**config.mk**
```make
export PLATFORM = sky130hd
export DESIGN_NAME = wifi_probe_request_parser
export DESIGN_NICKNAME = d
export VERILOG_FILES = /design/src/rtl/core/wpr_pkg.sv /design/src/rtl/core/wpr_hdr_capture.sv /design/src/rtl/core/wpr_ie_walker.sv /design/src/rtl/core/wpr_out_reg.sv /design/src/rtl/core/wifi_probe_request_parser.sv
export SDC_FILE = /design/constraint.sdc
export NUM_CORES = 1
export LEC_CHECK = 0
export ABC_AREA = 1
export BUFFER_PORTS_ARGS = -buffer_cell sky130_fd_sc_hd__buf_2
export CORE_ASPECT_RATIO = 0.5
export CORE_UTILIZATION = 58
export CTS_CLUSTER_DIAMETER = 120
export DETAILED_ROUTE_END_ITERATION = 6
export MAX_ROUTING_LAYER = met4
export PLACE_DENSITY = 0.89
export SETUP_SLACK_MARGIN = 0.3
export SLEW_MARGIN = 10
export SYNTH_ARGS = -nofsm -noshare
export SYNTH_HDL_FRONTEND = slang
export SYNTH_HIERARCHICAL = 1
export SYNTH_SLANG_ARGS = --single-unit
```
**constraint.sdc**
```tcl
create_clock -name clk -period 26.2 [get_ports clk]
set_input_delay 5.24 -clock clk [delete_from_list [all_inputs] [get_ports clk]]
set_output_delay 5.24 -clock clk [all_outputs]
set_load 0.01 [all_outputs]
```
**src/rtl/core/wpr_pkg.sv**
```systemverilog
// ----------------------------------------------------------------------------
// Probe request parser package
// Shared types and frame layout constants for the probe request parser.
// ----------------------------------------------------------------------------
`default_nettype none

package wpr_pkg;

  // Frame layout
  localparam int HEADER_BYTES = 24;
  localparam int POS_W        = 16;
  localparam int SRC_FIRST    = 10;
  localparam int BSSID_FIRST  = 16;
  localparam int BSSID_END    = 22;

  // Frame control fields for a management probe request
  localparam logic [1:0] FC_TYPE_MGMT      = 2'h0;
  localparam logic [3:0] FC_SUBTYPE_PROBE  = 4'h4;

  // SSID element
  localparam logic [7:0] IE_ID_SSID  = 8'h00;
  localparam int         SSID_LEN_W  = 6;
  localparam int         SSID_SLOTS  = 32;
  localparam int         SSID_BITS   = SSID_SLOTS * 8;

  // Element walk phase
  typedef enum logic [1:0] {
    PH_ID   = 2'd0,
    PH_LEN  = 2'd1,
    PH_BODY = 2'd2,
    PH_DONE = 2'd3
  } phase_t;

  // One frame byte moving from the input register into the parser
  typedef struct packed {
    logic       fire;
    logic       last;
    logic [7:0] data;
  } step_t;

  // Header capture result, valid on the last byte
  typedef struct packed {
    logic        accepted;
    logic [47:0] source;
    logic [47:0] bssid;
  } hdr_res_t;

  // SSID result, valid on the last byte
  typedef struct packed {
    logic [SSID_LEN_W-1:0] length;
    logic [SSID_BITS-1:0]  bytes;
  } ssid_res_t;

endpackage

`default_nettype wire

```
**src/rtl/core/wpr_hdr_capture.sv**
```systemverilog
// ----------------------------------------------------------------------------
// Probe request header capture
// Tracks the byte position, checks the frame control byte and collects the
// source address and BSSID.
// ----------------------------------------------------------------------------
`default_nettype none

module wpr_hdr_capture
  import wpr_pkg::*;
(
  input  wire logic     clk,
  input  wire logic     rst,
  input  wire step_t    step,
  output logic          walk_en,
  output hdr_res_t      hdr
);

  logic [POS_W-1:0] byte_position;
  logic [POS_W-1:0] byte_position_next;
  logic             type_ok;
  logic             type_ok_next;
  logic [47:0]      source_store;
  logic [47:0]      source_store_next;
  logic [47:0]      bssid_store;
  logic [47:0]      bssid_store_next;

  // Next values for the header fields.
  always_comb begin
    type_ok_next      = type_ok;
    source_store_next = source_store;
    bssid_store_next  = bssid_store;
    if (byte_position == '0) begin
      type_ok_next = (step.data[3:2] == FC_TYPE_MGMT) && (step.data[7:4] == FC_SUBTYPE_PROBE);
    end else if (byte_position >= POS_W'(SRC_FIRST) && byte_position < POS_W'(BSSID_FIRST)) begin
      source_store_next = {source_store[39:0], step.data};
    end else if (byte_position >= POS_W'(BSSID_FIRST) && byte_position < POS_W'(BSSID_END)) begin
      bssid_store_next = {bssid_store[39:0], step.data};
    end
    byte_position_next = (byte_position == '1) ? byte_position : byte_position + 1'b1;
  end

  // The element walk starts once the fixed header is through.
  assign walk_en = byte_position >= POS_W'(HEADER_BYTES);

  // Result seen on the last byte; a rejected frame reports all zero.
  always_comb begin
    hdr.accepted = type_ok_next && (byte_position_next >= POS_W'(HEADER_BYTES));
    hdr.source   = hdr.accepted ? source_store_next : '0;
    hdr.bssid    = hdr.accepted ? bssid_store_next : '0;
  end

  // State returns to reset after every last byte.
  always_ff @(posedge clk) begin
    if (rst) begin
      byte_position <= '0;
      type_ok       <= 1'b0;
      source_store  <= '0;
      bssid_store   <= '0;
    end else if (step.fire) begin
      if (step.last) begin
        byte_position <= '0;
        type_ok       <= 1'b0;
        source_store  <= '0;
        bssid_store   <= '0;
      end else begin
        byte_position <= byte_position_next;
        type_ok       <= type_ok_next;
        source_store  <= source_store_next;
        bssid_store   <= bssid_store_next;
      end
    end
  end

endmodule

`default_nettype wire

```
**src/rtl/core/wpr_ie_walker.sv**
```systemverilog
// ----------------------------------------------------------------------------
// Probe request element walker
// Walks the information elements after the header, keeps the body of the
// first SSID element and commits it when the whole element fits the frame.
// ----------------------------------------------------------------------------
`default_nettype none

module wpr_ie_walker
  import wpr_pkg::*;
#(
  parameter int MAX_SSID_BYTES = 32
) (
  input  wire logic  clk,
  input  wire logic  rst,
  input  wire step_t step,
  input  wire logic  walk_en,
  output ssid_res_t  ssid
);

  localparam int IDX_W = (MAX_SSID_BYTES > 1) ? $clog2(MAX_SSID_BYTES) : 1;

  phase_t                phase;
  phase_t                phase_next;
  logic                  is_ssid;
  logic                  is_ssid_next;
  logic [7:0]            remaining;
  logic [7:0]            remaining_next;
  logic [SSID_LEN_W-1:0] ssid_count;
  logic [SSID_LEN_W-1:0] ssid_count_next;
  logic                  committed;
  logic                  committed_next;
  logic                  buf_wr;
  logic [IDX_W-1:0]      buf_idx;
  logic [7:0]            ssid_buf [MAX_SSID_BYTES];

  assign buf_idx = ssid_count[IDX_W-1:0];

  // Phase register and walk state.
  always_ff @(posedge clk) begin
    if (rst) begin
      phase      <= PH_ID;
      is_ssid    <= 1'b0;
      remaining  <= '0;
      ssid_count <= '0;
      committed  <= 1'b0;
    end else if (step.fire) begin
      if (step.last) begin
        phase      <= PH_ID;
        is_ssid    <= 1'b0;
        remaining  <= '0;
        ssid_count <= '0;
        committed  <= 1'b0;
      end else begin
        phase      <= phase_next;
        is_ssid    <= is_ssid_next;
        remaining  <= remaining_next;
        ssid_count <= ssid_count_next;
        committed  <= committed_next;
      end
    end
  end

  // SSID byte store; slots past the count are masked on the way out.
  always_ff @(posedge clk) begin
    if (step.fire && buf_wr) begin
      ssid_buf[buf_idx] <= step.data;
    end
  end

  // Next phase and element bookkeeping.
  always_comb begin
    phase_next      = phase;
    is_ssid_next    = is_ssid;
    remaining_next  = remaining;
    ssid_count_next = ssid_count;
    committed_next  = committed;
    buf_wr          = 1'b0;
    if (walk_en) begin
      case (phase)
        PH_ID: begin
          is_ssid_next = (step.data == IE_ID_SSID);
          phase_next   = PH_LEN;
        end
        PH_LEN: begin
          remaining_next = step.data;
          if (step.data == 8'h00) begin
            if (is_ssid) begin
              committed_next = 1'b1;
              phase_next     = PH_DONE;
            end else begin
              phase_next = PH_ID;
            end
          end else begin
            phase_next = PH_BODY;
          end
        end
        PH_BODY: begin
          if (is_ssid && ssid_count < SSID_LEN_W'(MAX_SSID_BYTES)) begin
            buf_wr          = 1'b1;
            ssid_count_next = ssid_count + 1'b1;
          end
          remaining_next = remaining - 1'b1;
          if (remaining_next == 8'h00) begin
            if (is_ssid) begin
              committed_next = 1'b1;
              phase_next     = PH_DONE;
            end else begin
              phase_next = PH_ID;
            end
          end
        end
        PH_DONE: begin
          phase_next = PH_DONE;
        end
        default: begin
          phase_next = PH_ID;
        end
      endcase
    end
  end

  // Committed length and the kept bytes, including a byte written this cycle.
  assign ssid.length = committed_next ? ssid_count_next : '0;

  for (genvar i = 0; i < SSID_SLOTS; i++) begin : g_slot
    if (i < MAX_SSID_BYTES) begin : g_kept
      logic [7:0] slot;
      assign slot = (buf_wr && buf_idx == IDX_W'(i)) ? step.data : ssid_buf[i];
      assign ssid.bytes[i*8 +: 8] = (SSID_LEN_W'(i) < ssid.length) ? slot : 8'h00;
    end else begin : g_unused
      assign ssid.bytes[i*8 +: 8] = 8'h00;
    end
  end

endmodule

`default_nettype wire

```
**src/rtl/core/wpr_out_reg.sv**
```systemverilog
// ----------------------------------------------------------------------------
// Probe request result register
// Holds one parsed frame result until the output transfer completes.
// ----------------------------------------------------------------------------
`default_nettype none

module wpr_out_reg
  import wpr_pkg::*;
(
  input  wire logic              clk,
  input  wire logic              rst,
  input  wire logic              load,
  input  wire hdr_res_t          hdr,
  input  wire ssid_res_t         ssid,
  input  wire logic signed [7:0] meta_dbm,
  input  wire logic [7:0]        meta_channel,
  input  wire logic [31:0]       meta_time,
  input  wire logic              out_stall,
  output logic                   out_valid,
  output logic                   accepted,
  output logic [47:0]            source_mac,
  output logic [47:0]            bssid_mac,
  output logic [5:0]             ssid_length,
  output logic [63:0]            ssid_word0,
  output logic [63:0]            ssid_word1,
  output logic [63:0]            ssid_word2,
  output logic [63:0]            ssid_word3,
  output logic signed [7:0]      out_signal_dbm,
  output logic [7:0]             out_channel,
  output logic [31:0]            out_time_us
);

  // Valid flag: set on load, cleared once the transfer completes.
  always_ff @(posedge clk) begin
    if (rst) begin
      out_valid <= 1'b0;
    end else if (load) begin
      out_valid <= 1'b1;
    end else if (!out_stall) begin
      out_valid <= 1'b0;
    end
  end

  // Result payload; a rejected frame carries zeros throughout.
  always_ff @(posedge clk) begin
    if (load) begin
      accepted       <= hdr.accepted;
      source_mac     <= hdr.source;
      bssid_mac      <= hdr.bssid;
      ssid_length    <= hdr.accepted ? ssid.length : '0;
      ssid_word0     <= hdr.accepted ? ssid.bytes[63:0] : '0;
      ssid_word1     <= hdr.accepted ? ssid.bytes[127:64] : '0;
      ssid_word2     <= hdr.accepted ? ssid.bytes[191:128] : '0;
      ssid_word3     <= hdr.accepted ? ssid.bytes[255:192] : '0;
      out_signal_dbm <= hdr.accepted ? meta_dbm : 8'sd0;
      out_channel    <= hdr.accepted ? meta_channel : '0;
      out_time_us    <= hdr.accepted ? meta_time : '0;
    end
  end

endmodule

`default_nettype wire

```
**src/rtl/core/wifi_probe_request_parser.sv**
```systemverilog
// ----------------------------------------------------------------------------
// Result path: input register, parse stage, output register.
// One frame byte per cycle unless the output stalls, set by the single parse stage.
// A stalled output holds the parse stage and then the input register.
// Reset clears the valid flags and all frame state; payload is not reset.
// ----------------------------------------------------------------------------
// 802.11 probe request parser
// Takes a frame one byte at a time and gives the source address, BSSID and
// SSID of a probe request, one result per frame.
// ----------------------------------------------------------------------------
`default_nettype none

module wifi_probe_request_parser
  import wpr_pkg::*;
#(
  parameter int MAX_SSID_BYTES = 32
) (
  input  wire logic              clk,
  input  wire logic              rst,
  input  wire logic              in_valid,
  output logic                   in_stall,
  input  wire logic [7:0]        data_byte,
  input  wire logic              last_byte,
  input  wire logic signed [7:0] signal_dbm,
  input  wire logic [7:0]        radio_channel,
  input  wire logic [31:0]       time_us,
  output logic                   out_valid,
  input  wire logic              out_stall,
  output logic                   accepted,
  output logic [47:0]            source_mac,
  output logic [47:0]            bssid_mac,
  output logic [5:0]             ssid_length,
  output logic [63:0]            ssid_word0,
  output logic [63:0]            ssid_word1,
  output logic [63:0]            ssid_word2,
  output logic [63:0]            ssid_word3,
  output logic signed [7:0]      out_signal_dbm,
  output logic [7:0]             out_channel,
  output logic [31:0]            out_time_us
);

  logic              in_full;
  logic [7:0]        in_data;
  logic              in_last;
  logic signed [7:0] in_dbm;
  logic [7:0]        in_channel;
  logic [31:0]       in_time;
  logic              blocked;
  logic              take;
  step_t             step;
  logic              walk_en;
  hdr_res_t          hdr;
  ssid_res_t         ssid;

  // The parse stage moves whenever the result register can take a result.
  assign blocked  = out_valid && out_stall;
  assign in_stall = in_full && blocked;
  assign take     = in_valid && !in_stall;

  assign step.fire = in_full && !blocked;
  assign step.last = in_last;
  assign step.data = in_data;

  // Input register.
  always_ff @(posedge clk) begin
    if (rst) begin
      in_full <= 1'b0;
    end else if (take) begin
      in_full <= 1'b1;
    end else if (step.fire) begin
      in_full <= 1'b0;
    end
  end

  always_ff @(posedge clk) begin
    if (take) begin
      in_data    <= data_byte;
      in_last    <= last_byte;
      in_dbm     <= signal_dbm;
      in_channel <= radio_channel;
      in_time    <= time_us;
    end
  end

  wpr_hdr_capture u_hdr (
    .clk     (clk),
    .rst     (rst),
    .step    (step),
    .walk_en (walk_en),
    .hdr     (hdr)
  );

  wpr_ie_walker #(
    .MAX_SSID_BYTES (MAX_SSID_BYTES)
  ) u_walker (
    .clk     (clk),
    .rst     (rst),
    .step    (step),
    .walk_en (walk_en),
    .ssid    (ssid)
  );

  wpr_out_reg u_out (
    .clk            (clk),
    .rst            (rst),
    .load           (step.fire && step.last),
    .hdr            (hdr),
    .ssid           (ssid),
    .meta_dbm       (in_dbm),
    .meta_channel   (in_channel),
    .meta_time      (in_time),
    .out_stall      (out_stall),
    .out_valid      (out_valid),
    .accepted       (accepted),
    .source_mac     (source_mac),
    .bssid_mac      (bssid_mac),
    .ssid_length    (ssid_length),
    .ssid_word0     (ssid_word0),
    .ssid_word1     (ssid_word1),
    .ssid_word2     (ssid_word2),
    .ssid_word3     (ssid_word3),
    .out_signal_dbm (out_signal_dbm),
    .out_channel    (out_channel),
    .out_time_us    (out_time_us)
  );

endmodule

`default_nettype wire
```
# Yosys cells after proc, flatten, opt, wreduce, memory -nomap -nowiden
# Memory sizes are Yosys's and may differ from the RTL's. A register that Yosys moved wholly into a read port is not among the register bits.
# Cells that the tools add are included.
# Widths: inputs -> output; s select.
dict set report op_classes {
  n_addsub 3
  magnitude_cmp 39
  n_eq_ne 7
  mux 43
  reduce_logical 89
}
# cell n
set op_table {}
lappend op_table {{$mux 48} 7}
lappend op_table {{$lt 5x6->1 const A} 16}
lappend op_table {{$reduce_and 2->1} 32}
lappend op_table {{$ge 16x5->1 const B} 3}
lappend op_table {{$lt 4x6->1 const A} 8}
lappend op_table {{$logic_not 1->1} 34}
lappend op_table {{$lt 16x5->1 const B} 2}
lappend op_table {{$mux 16} 2}
lappend op_table {{$mux 6} 5}
lappend op_table {{$lt 3x6->1 const A} 4}
lappend op_table {{$mux 1} 19}
lappend op_table {{$add 16x1->16 const B} 1}
lappend op_table {{$eq 16x16->1 const B} 1}
lappend op_table {{$ge 16x4->1 const B} 1}
lappend op_table {{$logic_not 16->1} 1}
lappend op_table {{$logic_not 8->1} 2}
lappend op_table {{$mux 8} 2}
lappend op_table {{$pmux 8 s2} 1}
lappend op_table {{$lt 1x6->1 const A} 2}
lappend op_table {{$lt 2x6->1 const A} 2}
lappend op_table {{$logic_and 1x1->1} 11}
lappend op_table {{$mux 2} 5}
lappend op_table {{$reduce_and 3->1} 3}
lappend op_table {{$pmux 2 s4} 1}
lappend op_table {{12 further kinds} 16}
dict set report word_totals {
  register_bits 341
  mem_bits_rw 256
  inputBits 61
  output_inout_bits 409
  elab_cells 205
  mem_count 1
}
# memory depth width read_ports rd_clocked_by_memory_dff write_ports line_no
set mem_list {}
lappend mem_list {u_walker.ssid_buf 32 8 32 32 1 wpr_ie_walker.sv:34} ;# logic [7:0] ssid_buf [MAX_SSID_BYTES];

# Depth between registers and ports, before layout
# Gate-level depths: netlist of the first run.
dict set report logic_depth {
  depth_word 9
  depth_mapped 22
  ltp_nobuf 20
}

# Modules after synthesis
# Netlist of the first run, hierarchy kept.
# module instances cells_per_inst area_per_inst_um2 seq_area_each_um2
set by_module_without_submodules {}
lappend by_module_without_submodules {wpr_out_reg 1 1065 14958.1 12241.7}
lappend by_module_without_submodules {wpr_ie_walker 1 1434 13643.1 8047.7}
lappend by_module_without_submodules {wpr_hdr_capture 1 1138 6557.5 2262.2}
lappend by_module_without_submodules {wifi_probe_request_parser 1 69 1784.2 1731.7}

# Worst setup path after synthesis of the first run
# Ideal clock, no wire load.
dict set report synth_timing {
  kind {input -> register}
  from {input port out_stall}
  to {register u_out.accepted (enable)}
  arrival_time_ps 22288
  t_required_ps 25010
  path_slack_ps 2722
  path_stages 3
  n_path_buf 0
  path_cell_list {nand2_1 nand2_1 nor2_1}
}
dict set report synth_via {
  elab_chain_cells 4
}
# item line_no
set synth_lines {}
lappend synth_lines {{start: declaration} wifi_probe_request_parser.sv:28} ;# input wire logic out_stall,
lappend synth_lines {{$logic_and 1x1->1} wifi_probe_request_parser.sv:56} ;# assign blocked = out_valid && out_stall;
lappend synth_lines {{$logic_not 1->1} wifi_probe_request_parser.sv:60} ;# assign step.fire = in_full && !blocked;
lappend synth_lines {{$logic_and 1x1->1} wifi_probe_request_parser.sv:60}
lappend synth_lines {{$logic_and 1x1->1} wifi_probe_request_parser.sv:106} ;# .load (step.fire && step.last),
lappend synth_lines {{end signal: assignment} wpr_out_reg.sv:47} ;# accepted <= hdr.accepted;
lappend synth_lines {{end: declaration} wpr_out_reg.sv:20} ;# output logic accepted,
# No other way between the ends.
# A chain may end at the register's enable or synchronous reset.

# Worst setup path in the final report of the first run
dict set report layout_timing {
  from {input port out_stall}
  to {output port in_stall}
}
dict set report layout_via {
  elab_chain_cells 2
}
# item line_no
set layout_lines {}
lappend layout_lines {{$logic_and 1x1->1} wifi_probe_request_parser.sv:56}
lappend layout_lines {{$logic_and 1x1->1} wifi_probe_request_parser.sv:57} ;# assign in_stall = in_full && blocked;
lappend layout_lines {{end: declaration} wifi_probe_request_parser.sv:21} ;# output logic in_stall,
# No other way between the ends.

==> qor.csv, run 1 <==
metric,value,unit
worstPathArrival,5.64,ns
viasPerCell,5.511,
drcViolationCount,1,
layout-drive-gt1-share,16.25,%
worst_slew_pin_slew,1.310,ns
crit_fanout,3,
relSlewSlack,12.56,%
synth_nets,3782,
stdcell_area,0.04184,mm^2
r2r_setup_slack,21.37,ns
swShare,20.88,%
ys_top_cells_by_area,"edfxtp_1 59%, nand2_1 8.8%, dfxtp_1 7.2%, inv_1 6.2%, nor2_1 4.6%",
post_cts.repair.setup_buffers,0,
hold_path_end,u_hdr/bssid_store[47],
synthXorXnorAreaFrac,0.1863,%
synth_top_family_by_area,simple AND/OR/NAND/NOR gates,
synth-edff-count,720,
hold_class,reg2reg,
ctsResizeCount,0,
totalNegativeSetupSlack,0,ns
grt_max_degree,201,
gp_congestion,0.9309,
endpoint_kind,output pin,
combPwrFrac,2.6,%
seq_area,0.02428,mm^2
io_buffers,469,
max-clock-path-buffers,3,
worstHoldPathCells,2,
grt_pass1_vias,26410,
period_minus_slack,10.88,ns
post_dp_cell_area,0.03959,mm^2
grt_pass1_wl,142.5,mm
cts-buffers-inserted,73,
die_y,180.5,um
overflow,0,
firstDrtPassIters,7,
synth.largest_area_cell,edfxtp_1,
antenna_found_initial,5,
cap_violations,0,
critical_path_required,20.96,ns
start_util,59.53,%
pin_count,470,
r2r_cells,10,
drt_iter0_drc,3570,
synth_ff_type,edfxtp_1,
nets,4180,
period_share,41.53,%
seq_area_frac_synth,65.73,%
cts.sinks,853,
cts-hold-fix-buffers,0,
grt.total_usage,29.17,%
cts_max_level,3,
powerDensity,61.88,mW/mm^2
multi_input_area,0.009383,mm^2
area_growth,13.27,%
vias,27500,
slew_violations,0,
power_frac_seq,57.2,%
status,"finished, violations left",
internal-power,2.049,mW
ys_types,48,
finalHoldViolCount,0,
violations,design-rule violations,
syn_area_per_cell,9.968,um^2
power.switching,0.5406,mW
clkPwrFrac,40.3,%
antenna_left,0,
reg2reg_from,u_hdr/byte_position[11],
rows,64,
startpoint_type,primary input,
core,0.06206,mm^2
synth_compound_area_share,6.960,%
synth-seq-cells,853,
synth_fa_ha_area_share,0.5080,%
async_flop_share,0,%
yosys.area_share.simple,16.12,%
cts_tree,built,
wl_per_cell,18.96,um
leakage,19.06,nW
root_buffer,clkbuf_16,
power.total,2.589,mW
clock_latency,0.62,ns
holdCritStartpoint,u_hdr/bssid_store[47],
clkTransAtPathRegs,0.06,ns
ir_drop,0.04965,mV
rsz0062_at_grt,false,
yosysTopAreaCellShare,58.52,%
syn_area,0.03694,mm^2
crit-reg2reg-capture,u_walker/ssid_buf[31][0],
die-area,0.06477,mm^2
die_width,358.9,um
synth_mux_area_share,1.517,%
path_class,in2out,
synthCells,3706,
finClkSkew,0.03162,ns
fmax,91.90,MHz
yosys_warnings,6,
setup_viol,0,
drt_wl_total,94.60,mm
fillers,4205,
dp_hpwl,58.69,mm
routing by layer:
layer	vias up	global-route usage, %	part of all wire, %
met4	0	15.14	5.1
li1	12690	-	-
met5	-	-	0
met2	1563	48.45	50
met1	12880	34.34	36
met3	363	5.088	8.7
cells in the mapped netlist (18+ instances only):
cell type,instances
nand3_1,79
a21oi_1,318
buf_2,18
nand4_1,18
mux2i_1,56
buf_6,40
nor2_2,20
o21ai_0,147
nand2_1,862
dfxtp_1,133
edfxtp_1,720
nor2_1,454
inv_1,610
nand2_2,19
clkbuf_1,104
critical path, stage by stage:
cell and delay [ns]:
buf_2 0.11, nand3_2 0.10, inv_1 0.07, buf_2 0.12
per-stage QoR:
step	worst slack, ns	util (%)	hold WS [ns]	instances
finish	15.32	67.43	0.4649	4990
global route	15.26	67.43	0.4805	4990
CTS	15.31	67.40	0.4678	4985
detailed placement	15.31	63.80	0.4583	4854
global placement	15.32	63.80	0.4481	4854
floorplan	2.722	-	0.4406	3706
area by class of cell:
type | instances | share of cell area [%]
clock inverter | 29 | 0.5143
timing repair buffer | 497 | 6.118
inverter | 621 | 5.592
clock buffer | 102 | 4.823
multi-input combinational | 2058 | 22.42
tap | 825 | 2.467
antenna | 5 | 0.02990
sequential | 853 | 58.03
cells by family after synthesis:
kind of cell             after synthesis
AND/OR/NAND/NOR                     1484
flip-flops                           853
buffers and inverters                795
AO/OA/AOI/OAI                        496
multiplexers                          56
adder cells (fa/ha/maj)               15
XOR/XNOR                               7
sequential cells by signal, summed over array words and instances, names as in the netlist, 64 cells and up:
name	flops
u_walker/ssid_buf	256
u_out/ssid_word0	64
u_out/ssid_word1	64
u_out/ssid_word2	64
u_out/ssid_word3	64
power groups by stage:
stage | Combinational, mW | Clock, mW | Sequential [mW]
after global placement | 0.0642 | 0 | 1.51
after global routing | 0.0703 | 1.10 | 1.48
after detailed placement | 0.0659 | 0 | 1.51
after CTS | 0.0660 | 1.05 | 1.48
after floorplan | 0.0278 | 0 | 1.53
final | 0.0672 | 1.04 | 1.48
worst max path at each step:
stage                     end  startpoint  cells after the start  slack (ns)
3_5_place_dp         in_stall   out_stall                      4       15.31
5_1_grt              in_stall   out_stall                      4       15.26
6_report             in_stall   out_stall                      4       15.32
2_1_floorplan  u_out/accepted   out_stall                      3        2.72
4_1_cts              in_stall   out_stall                      4       15.31
3_3_place_gp         in_stall   out_stall                      4       15.32
cells in the final DEF (no fill, tap or decap), types with 4 or more instances in the layout:
| cell type | netlist | layout |
|---|---|---|
| nor3_1 | 11 | 10 |
| buf_2 | 18 | 468 |
| nor2_4 | 2 | 4 |
| dfxtp_1 | 133 | 133 |
| a21oi_1 | 318 | 318 |
| buf_4 | 2 | 29 |
| nand4_1 | 18 | 18 |
| ha_1 | 15 | 15 |
| nand3_1 | 79 | 79 |
| clkbuf_16 | 0 | 75 |
| edfxtp_1 | 720 | 720 |
| clkbuf_8 | 0 | 4 |
| inv_1 | 610 | 607 |
| nand2_4 | 5 | 6 |
| nor2_2 | 20 | 20 |
| nand2_2 | 19 | 18 |
| inv_2 | 9 | 10 |
| o21ai_0 | 147 | 147 |
| clkbuf_1 | 104 | 23 |
| mux2i_1 | 56 | 56 |
| a31oi_1 | 11 | 11 |
| xor2_1 | 5 | 5 |
| clkinv_1 | 2 | 11 |
| clkinv_2 | 0 | 12 |
| diode_2 | 0 | 5 |
| nor2_1 | 454 | 452 |
| nand2_1 | 862 | 862 |
Note: power is estimated with default switching activity, not from simulation.
==> inputs of run 2 (changes only) <==
--- a/config.mk
+++ b/config.mk
@@ -5,14 +5,14 @@
 export SDC_FILE = /design/constraint.sdc
 export NUM_CORES = 1
 export LEC_CHECK = 0
-export ABC_AREA = 1
+export ABC_AREA = 0
 export BUFFER_PORTS_ARGS = -buffer_cell sky130_fd_sc_hd__buf_2
 export CORE_ASPECT_RATIO = 0.5
-export CORE_UTILIZATION = 58
+export CORE_UTILIZATION = 52
 export CTS_CLUSTER_DIAMETER = 120
 export DETAILED_ROUTE_END_ITERATION = 6
 export MAX_ROUTING_LAYER = met4
-export PLACE_DENSITY = 0.89
+export PLACE_DENSITY = 0.85
 export SETUP_SLACK_MARGIN = 0.3
 export SLEW_MARGIN = 10
 export SYNTH_ARGS = -nofsm -noshare
==> constraint.sdc (replaced) <==
create_clock -name clk -period 9.06 [get_ports clk]
set_input_delay 1.812 -clock clk [delete_from_list [all_inputs] [get_ports clk]]
set_output_delay 1.812 -clock clk [all_outputs]
set_load 0.01 [all_outputs]
==> run 2 against run 1 <==
Net effect:
- clock power rose to 3.1 times the previous value
- sequential power rose to 2.9 times the previous value
- synthesized area fell by 2.1%
- critical path type is now reg2reg
- count of clock-buffer cells in the layout fell by 13
- clock skew fell by 0.011 ns
- non-clock buffer count rose by 8
- core utilization fell by 6.2 points
- hold slack improved by 0.033 ns
- critical endpoint is now u_walker/ssid_buf[9][3]
- final cell count fell by 16%
- combinational power rose to 2.6 times the previous value
- the run now ends clean
- flip-flop and latch count did not move
==> qor.csv, run 2 <==
metric,value,unit,change
viasPerCell,5.952,,was 5.511
power.switching,1.562,mW,was 0.5406 mW
cts_max_level,3,,unchanged
start_util,53.29,%,was 59.53%
syn_area,0.03618,mm^2,was 0.03694 mm^2
seq_area_frac_synth,67.11,%,was 65.73%
syn_area_per_cell,12.60,um^2,was 9.968 um^2
worst_slack,4.314,ns,was 15.32 ns
cts.sinks,853,,unchanged
die-area,0.07071,mm^2,was 0.06477 mm^2
powerDensity,185.4,mW/mm^2,was 61.88 mW/mm^2
combPwrFrac,2.3,%,was 2.6%
grt_pass1_vias,24140,,was 26410
power.total,7.715,mW,was 2.589 mW
fmax,210.7,MHz,
drt_iter0_drc,3040,,was 3570
largest_register,u_walker/ssid_buf,,unchanged
leakage,16.75,nW,was 19.06 nW
critical_path_required,9.30,ns,was 20.96 ns
status,finished clean,,"was finished, violations left"
cts_tree,built,,unchanged
synth_nets,2947,,was 3782
ys_top_cells_by_count,"720 x edfxtp_1, 297 x and2_1, 289 x nor2_1, 237 x mux2i_1, 174 x nand2_1",,"was 862 x nand2_1, 720 x edfxtp_1, 610 x inv_1, 454 x nor2_1, 318 x a21oi_1"
pin_count,470,,unchanged
m1WireLength,34.64,mm,was 34.30 mm
vias,24980,,was 27500
root_buffer,clkbuf_16,,unchanged
core,0.06790,mm^2,was 0.06206 mm^2
dp_slack,4.289,ns,was 15.31 ns
synth_most_common_cell,edfxtp_1,,was nand2_1
synth.largest_area_cell,edfxtp_1,,unchanged
wl_met3,6.352,mm,was 8.186 mm
endpoint_kind,flop,,was output pin
synthCells,2871,,was 3706
overflow,0,,unchanged
finalHoldViolCount,0,,unchanged
antenna_found_initial,0,,was 5
grt_max_degree,181,,was 201
wl_per_cell,22.06,um,was 18.96 um
yosysTopAreaCellShare,59.75,%,was 58.52%
ys_types,79,,was 48
period_minus_slack,4.746,ns,
diodes,0,,was 5
period_share,52.38,%,
die_y,188.5,um,was 180.5 um
met2_wirelength,47.29,mm,was 47.30 mm
crit_fanout,21,,was 3
ir_drop,0.1329,mV,was 0.04965 mV
drcViolationCount,0,,was 1
internal-power,6.153,mW,was 2.049 mW
hold_class,reg2reg,,unchanged
synth_ff_type,edfxtp_1,,unchanged
fillers,4967,,was 4205
rows,67,,was 64
totalNegativeSetupSlack,0,ns,unchanged
mostFrequentLayoutCell,edfxtp_1,,was nand2_1
post_cts.repair.setup_buffers,0,,unchanged
worstPathArrival,4.99,ns,was 5.64 ns
rsz0062_at_grt,false,,unchanged
swShare,20.25,%,was 20.88%
top_layer,met4,,unchanged
grt_pass1_wl,139.9,mm,was 142.5 mm
cts-hold-fix-buffers,0,,unchanged
synth-edff-count,720,,unchanged
clock_latency,0.62,ns,about the same
layout_common_cells,"720 x edfxtp_1, 468 x buf_2, 295 x and2_1, 286 x nor2_1, 237 x mux2i_1",,"was 862 x nand2_1, 720 x edfxtp_1, 607 x inv_1, 468 x buf_2, 452 x nor2_1"
nets,3317,,was 4180
clkPwrFrac,42.2,%,was 40.3%
startpoint_type,flop,,was primary input
relSlewSlack,15.69,%,was 12.56%
area_growth,14.98,%,was 13.27%
cap_violations,0,,unchanged
die_width,375.1,um,was 358.9 um
firstDrtPassIters,6,,was 7
antenna_left,0,,unchanged
ctsResizeCount,0,,unchanged
grt.total_usage,26.23,%,was 29.17%
largest_reg_flops,256,,unchanged
layout-drive-gt1-share,20.55,%,was 16.25%
setup_viol,0,,unchanged
worst_slew_pin_slew,1.260,ns,was 1.310 ns
synth-seq-cells,853,,unchanged
path_class,reg2reg,,was in2out
yosys_warnings,6,,unchanged
slew_violations,0,,unchanged
gp_congestion,0.9130,,was 0.9309
dp_hpwl,56.12,mm,was 58.69 mm
io_buffers,469,,unchanged
cts-buffers-inserted,74,,was 73
clkTransAtPathRegs,0.07,ns,was 0.06 ns
max-clock-path-buffers,3,,unchanged
power_frac_seq,55.5,%,was 57.2%
finClkSkew,0.02018,ns,was 0.03162 ns
drt_wl_total,92.58,mm,was 94.60 mm
async_flop_share,0,%,unchanged
ys_top_cells_by_area,"edfxtp_1 60%, dfxtp_1 7.4%, mux2i_1 6.6%, and2_1 5.1%, nor2_1 3.0%",,"was edfxtp_1 59%, nand2_1 8.8%, dfxtp_1 7.2%, inv_1 6.2%, nor2_1 4.6%"
-- run 2: through the flow --
stage,hold slack [ns],util [%],cells,instance area (um^2)
finish,0.4980,61.27,4196,41600
global route,0.5142,61.27,4196,41600
CTS,0.4951,61.27,4196,41600
detailed placement,0.4798,57.62,4062,39130
global placement,0.4714,57.62,4062,39130
floorplan,0.4504,-,2871,36190
-- run 2: final cells by class --
cell class | count | area, um^2 | area share [%]
clock inverter | 45 | 420.4 | 1.010
multi-input combinational | 1780 | 10970 | 26.37
sequential | 853 | 24280 | 58.37
tap | 897 | 1122 | 2.698
inverter | 27 | 106.4 | 0.2556
clock buffer | 89 | 2056 | 4.941
timing repair buffer | 505 | 2645 | 6.358
-- run 2: kinds of logic (layout without fill, tap and decap cells) --
group | Yosys count | in the layout | share of synthesized area (%)
flops | 853 | 853 | 67.11
xor+xnor | 9 | 9 | 0.2179
fa+ha+maj | 15 | 15 | 0.5187
buf+inv | 238 | 666 | 2.832
mux | 238 | 238 | 6.594
compound gates | 379 | 379 | 6.923
simple gates | 1139 | 1139 | 15.81
-- run 2: power by group through the flow --
stage               Combinational, mW  Sequential, mW  Clock (mW)
floorplan                      0.0726            4.39           0
finish                          0.177            4.28        3.26
CTS                             0.176            4.28        3.29
detailed placement              0.176            4.37           0
global route                    0.188            4.28        3.43
global placement                0.171            4.37           0
-- run 2: path summary, 6_finish.rpt --
path	start	end	slack [ns]	depth (start not counted)
max	u_hdr/byte_position[3]	u_walker/ssid_buf[9][3]	4.31	7
min	u_walker/remaining[6]	u_walker/remaining[6]	0.50	2
max reg2reg	u_hdr/byte_position[3]	u_walker/ssid_buf[9][3]	4.31	7
min reg2reg	u_walker/remaining[6]	u_walker/remaining[6]	0.50	2
-- run 2: per-layer routing --
layer,GRT usage (%),vias up
met3,3.888,259
met1,31.88,12310
met2,43.48,1200
met4,12.35,0
met5,-,-
li1,-,11200
-- run 2: critical path, cell delays in order, from the launching register on --
cell	delay, ns
dfxtp_1	0.53
nand2_1	0.20
nand4_1	0.50
and4b_1	0.71
and2_1	0.97
buf_4	0.41
nand2_1	0.38
nor2_1	0.64
